## config.mk

```make
export PLATFORM = sky130hd
export DESIGN_NAME = lobu_ctrl
export DESIGN_NICKNAME = d
export VERILOG_FILES = /design/src/rtl/lobu_pkg.sv /design/src/rtl/lobu_ctrl.sv
export SDC_FILE = /design/constraint.sdc
export NUM_CORES = 1
export LEC_CHECK = 0
export BUFFER_PORTS_ARGS = -buffer_cell sky130_fd_sc_hd__buf_2
export CORE_AREA = 2 2 39 41
export DETAILED_ROUTE_END_ITERATION = 10
export DIE_AREA = 0 0 41 43
export SLEW_MARGIN = 20
export SYNTH_ARGS = -nofsm -noshare
export SYNTH_HDL_FRONTEND = slang
export SYNTH_SLANG_ARGS = --single-unit
```

## constraint.sdc

```tcl
create_clock -name clk -period 1.2 [get_ports clk]
set_clock_uncertainty 0.2 [all_clocks]
set_input_delay 0.18 -clock clk [delete_from_list [all_inputs] [get_ports clk]]
set_output_delay 0.18 -clock clk [all_outputs]
set_load 0.02 [all_outputs]
```

## src/rtl/lobu_pkg.sv

```systemverilog
// Shared types and codes for the limit order book update block.
// No dependencies.
package lobu_pkg;

  localparam logic [2:0] REQ_ADD     = 3'd0;
  localparam logic [2:0] REQ_EXECUTE = 3'd1;
  localparam logic [2:0] REQ_CANCEL  = 3'd2;
  localparam logic [2:0] REQ_DELETE  = 3'd3;
  localparam logic [2:0] REQ_REPLACE = 3'd4;

  localparam logic [2:0] ST_OK       = 3'd0;
  localparam logic [2:0] ST_ZERO     = 3'd1;
  localparam logic [2:0] ST_UNKNOWN  = 3'd2;
  localparam logic [2:0] ST_DUP      = 3'd3;
  localparam logic [2:0] ST_FULL     = 3'd4;
  localparam logic [2:0] ST_OVERFLOW = 3'd5;
  localparam logic [2:0] ST_SHARES   = 3'd6;

  // Stored quantity and price widths (request fields are 32 bits wide)
  localparam int QTY_BITS   = 32;
  localparam int PRICE_BITS = 32;

  typedef struct packed {
    logic [2:0]  req_type;
    logic [63:0] ord_id;
    logic [63:0] repl_id;
    logic [63:0] symbol;
    logic        side;
    logic [31:0] quantity;
    logic [31:0] price;
  } req_t;

  typedef struct packed {
    logic        accepted;
    logic [2:0]  status;
    logic [31:0] remaining_quantity;
    logic        top_bid_valid;
    logic [31:0] top_bid;
    logic        top_ask_valid;
    logic [31:0] top_ask;
  } rsp_t;

  // Scan modes driven by the controller.
  localparam logic [1:0] SCAN_FIND = 2'd0;  // id match, free slot, level total
  localparam logic [1:0] SCAN_NEW  = 2'd1;  // second id lookup (replace new id)
  localparam logic [1:0] SCAN_BEST = 2'd2;  // best bid/ask of the symbol

  typedef struct packed {
    logic       scan_start;
    logic [1:0] scan_mode;
    logic       decide;
    logic       commit;
  } cmd_t;

  typedef struct packed {
    logic scan_done;
    logic clearing;
  } sts_t;

endpackage

```

## src/rtl/lobu_ctrl.sv

```systemverilog
// Controller for the order book: sequences scans, decision and result handoff.
// Depends on lobu_pkg.
module lobu_ctrl (
  input  logic           clk,
  input  logic           rst_n,
  input  logic           in_valid,
  output logic           in_ready,
  output logic           out_valid,
  input  logic           out_ready,
  input  logic [2:0]     req_type,
  output logic           load,
  output lobu_pkg::cmd_t cmd,
  input  lobu_pkg::sts_t sts
);
  localparam logic [2:0] S_IDLE = 3'd0;
  localparam logic [2:0] S_FIND = 3'd1;
  localparam logic [2:0] S_NEW  = 3'd2;
  localparam logic [2:0] S_DEC  = 3'd3;
  localparam logic [2:0] S_BEST = 3'd4;
  localparam logic [2:0] S_OUT  = 3'd5;

  logic [2:0] state_r, state_nxt;
  logic       start_r, start_nxt;

  assign in_ready  = (state_r == S_IDLE) && !sts.clearing;
  assign out_valid = (state_r == S_OUT);
  assign load      = in_valid && in_ready;

  always_comb begin
    state_nxt = state_r;
    start_nxt = 1'b0;
    cmd       = '0;
    cmd.scan_start = start_r;
    unique case (state_r)
      S_IDLE: if (load) begin
        state_nxt = S_FIND;
        start_nxt = 1'b1;
      end
      S_FIND: begin
        cmd.scan_mode = lobu_pkg::SCAN_FIND;
        if (sts.scan_done) begin
          if (req_type == lobu_pkg::REQ_REPLACE) begin
            state_nxt = S_NEW;
            start_nxt = 1'b1;
          end else state_nxt = S_DEC;
        end
      end
      S_NEW: begin
        cmd.scan_mode = lobu_pkg::SCAN_NEW;
        if (sts.scan_done) state_nxt = S_DEC;
      end
      S_DEC: begin
        cmd.decide = 1'b1;
        cmd.commit = 1'b1;
        state_nxt  = S_BEST;
        start_nxt  = 1'b1;
      end
      S_BEST: begin
        cmd.scan_mode = lobu_pkg::SCAN_BEST;
        if (sts.scan_done) state_nxt = S_OUT;
      end
      S_OUT: if (out_ready) state_nxt = S_IDLE;
      default: state_nxt = S_IDLE;
    endcase
  end

  always_ff @(posedge clk) begin
    if (!rst_n) begin
      state_r <= S_IDLE;
      start_r <= 1'b0;
    end else begin
      state_r <= state_nxt;
      start_r <= start_nxt;
    end
  end

  a_out_hold: assert property (@(posedge clk) disable iff (!rst_n)
    out_valid && !out_ready |=> out_valid) else $error("result dropped");
  a_excl: assert property (@(posedge clk) disable iff (!rst_n)
    !(in_ready && out_valid)) else $error("ready while result pending");
  a_commit_once: assert property (@(posedge clk) disable iff (!rst_n)
    cmd.commit |=> !cmd.commit) else $error("double commit");
endmodule

```

==> flow_summary_export.csv <==
group,metric,value,unit
outcome,status,"complete, but fails checks",
outcome,violations,"negative setup slack",
setup_path,arrival,1.16,ns
final_layout,most-common-layout-cells,"buf_2 (10), buf_4 (10), buf_6 (9)",
synthesis,ys_ff_latch,4,
timing,period_share,128.6,%
die,io_pins,17,
setup_path,cp_data_required_time,0.82,ns
timing,maxSlewHeadroom,76.50,%
synthesis,synth_area,291.5,um^2
drt,ant_nets,0,
global_route,grt_util_met3,3.141,%
synthesis,avgSynthCellArea,9.110,um^2
final_layout,nets,72,
global_route,grt_pass1_wl,1331,um
cts,numCtsBuffers,3,
drt,via_per_inst,4.597,
synthesis,synthCells,32,
cts,cts_buffer_depth,2,
global_route,overflow,0,
place,numPlacedInstances,67,
timing,timing.fmax,648.2,MHz
die,fp.dieW,41,um
drt,dr.pass1.iters,4,
global_route,grt_pass1_vias,318,
setup_path,critPathMaxFanout,5,
pwr,peakVddDrop,0.0003876,V
place,port_buffers,16,
timing,grt_setup_unrepaired,"true",
synthesis,synth_nets,41,
synthesis,synth.distinct_cells,22,
pwr,power_leakage,0.0003075,uW
final_layout,drive_gt1_share,85.25,%
timing,drv_slew,0,
synthesis,ys_seq_area_share,27.47,%
synthesis,synth_top_area_share,27.47,%
cts,cts_tree,"done",
synthesis,yosys_warnings,0,
drt,wl,1057,um
setup_path,cp-start-kind,"flop",
synthesis,yosys.area.top_type,"dfxtp_1",
job,max_cap_viol_count,0,
cts,clk_pin_slew,0.04,ns
final_layout,post-route-util,48.73,%
pwr,comb_power_share,42.7,%
pwr,p_sw,166.6,uW
global_route,met2_usage,15.63,%
final_layout,diodes,0,
timing,finalHoldViolCount,0,
global_route,grt_util_met1,15.11,%
timing,worstMarginPinSlew,0.3524,ns
die,dieArea,0.001763,mm^2
global_route,busiest_layer,"met2",
die,rows,14,
drt,drt_iter0_drc,2,
cts,clk_latency,0.23,ns
die,die_h,43,um
place,gp_congestion,0.7462,
cts,clock_sinks,4,
worst_hold_path,hold_class,"input port to flop",
final_layout,stdcell_count,77,
global_route,grt_max_degree,12,
synthesis,yosys-top-cells-area,"dfxtp_1 (27%), nor3b_1 (10%), buf_4 (7.7%)",
pwr,clockPowerShare,28.6,%
cts,clockRootBuffer,"clkbuf_4",
pwr,pwr_density_cell,825.7,mW/mm^2
setup_path,end_kind,"output pin",
place,pre_cts_slack,-0.2339,ns
timing,setup_viol,10,
pwr,internal_power,390.2,uW
setup_path,path_class,"flop to output pin",
cts,htreeDepth,1,
place,dpl.hpwl,573.6,um
global_route,grt_use_total,10.94,%
timing,min_period,1.543,ns
final_layout,area.growth.synth_to_final,131.3,%
die,core_area,0.001384,mm^2
timing,fin_ws,-0.3427,ns
drt,drcViolationCount,0,
global_route,antenna_found_initial,0,
pwr,p_sw_share,29.92,%
drt,vias,354,
drt,wl_per_cell,13.73,um
die,initial_utilization,21.07,%
pwr,seq_power_share,28.7,%
-- stage by stage --
step           area (um^2)  TNS (ns)  total power (uW)  hold WS (ns)
6_report             674.4    -2.726             556.8       0.05589
3_3_place_gp         437.9    -1.513             289.6        0.2216
2_1_floorplan        316.6   -0.9547             237.4       0.09745
4_1_cts              584.3    -2.841             511.4      0.004410
5_1_grt              674.4    -3.222             595.6       0.07337
3_5_place_dp         437.9    -1.510             291.0        0.2259
-- critical path, cell delays in order (launching register included) --
cell and delay, ns:
dfxtp_2 0.36, nor4_4 0.29, and2_4 0.18, buf_6 0.11
-- timing repair --
item | 4_1_cts | 5_1_grt
endpoints found under the setup margin | 10 | 11
resized for setup | 24 | 16
hold buffers | 1 | 0
hold endpoints to repair | 1 | 0
pin swaps | 5 | 10
setup buffers | 5 | 3
-- final timing paths --
path,from,end,slack (ns),cells after the start
worst max-delay path,state_r[2],load,-0.34,3
worst min-delay path,rst_n,state_r[0],0.06,3
worst max register to register,state_r[1],state_r[0],-0.28,5
worst min register to register,state_r[0],state_r[1],0.44,2
-- cell usage after synthesis, drive strengths merged --
master   n
and2     2
a21oi    1
a2111oi  2
nand2b   1
and3b    1
buf      5
nor2     1
nor3b    4
nand3b   1
nor2b    1
o21ai    1
dfxtp    4
nor4b    1
o311a    1
nand2    2
a21boi   1
and3     1
o21a     1
nor4     1
-- cell type report --
type,count,area (um^2)
repair buffers,31,251.5
multi-input cells,23,294.0
flip-flops and latches,4,86.33
well taps,16,20.02
fillers,130,709.4
clock buffers,3,22.52
-- power by group through the flow --
| stage | logic [uW] | clock network (uW) | registers (uW) |
|---|---|---|---|
| 6_report | 238 | 159 | 160 |
| 5_1_grt | 254 | 180 | 161 |
| 4_1_cts | 177 | 171 | 163 |
| 3_5_place_dp | 131 | 0 | 160 |
| 3_3_place_gp | 130 | 0 | 160 |
| 2_1_floorplan | 88.6 | 0 | 149 |
-- sequential cells by signal, indices dropped and copies added (netlist names) --
signal / count
start_r: 1
state_r: 3
-- routing by layer --
metal  share of wire, %  up-vias
met3                4.1        0
met4                  0        0
met2                 56       11
met5                  0        -
li1                   -      177
met1                 40      166
-- kinds of logic after synthesis --
group                  after synthesis  synth area share [%]
AOI/OAI and AO/OA                    7                 21.46
and+or+nand+nor                     16                 37.77
DFF                                  4                 27.47
buffers and inverters                5                 13.30
Note: power is estimated with default switching activity, not from simulation.
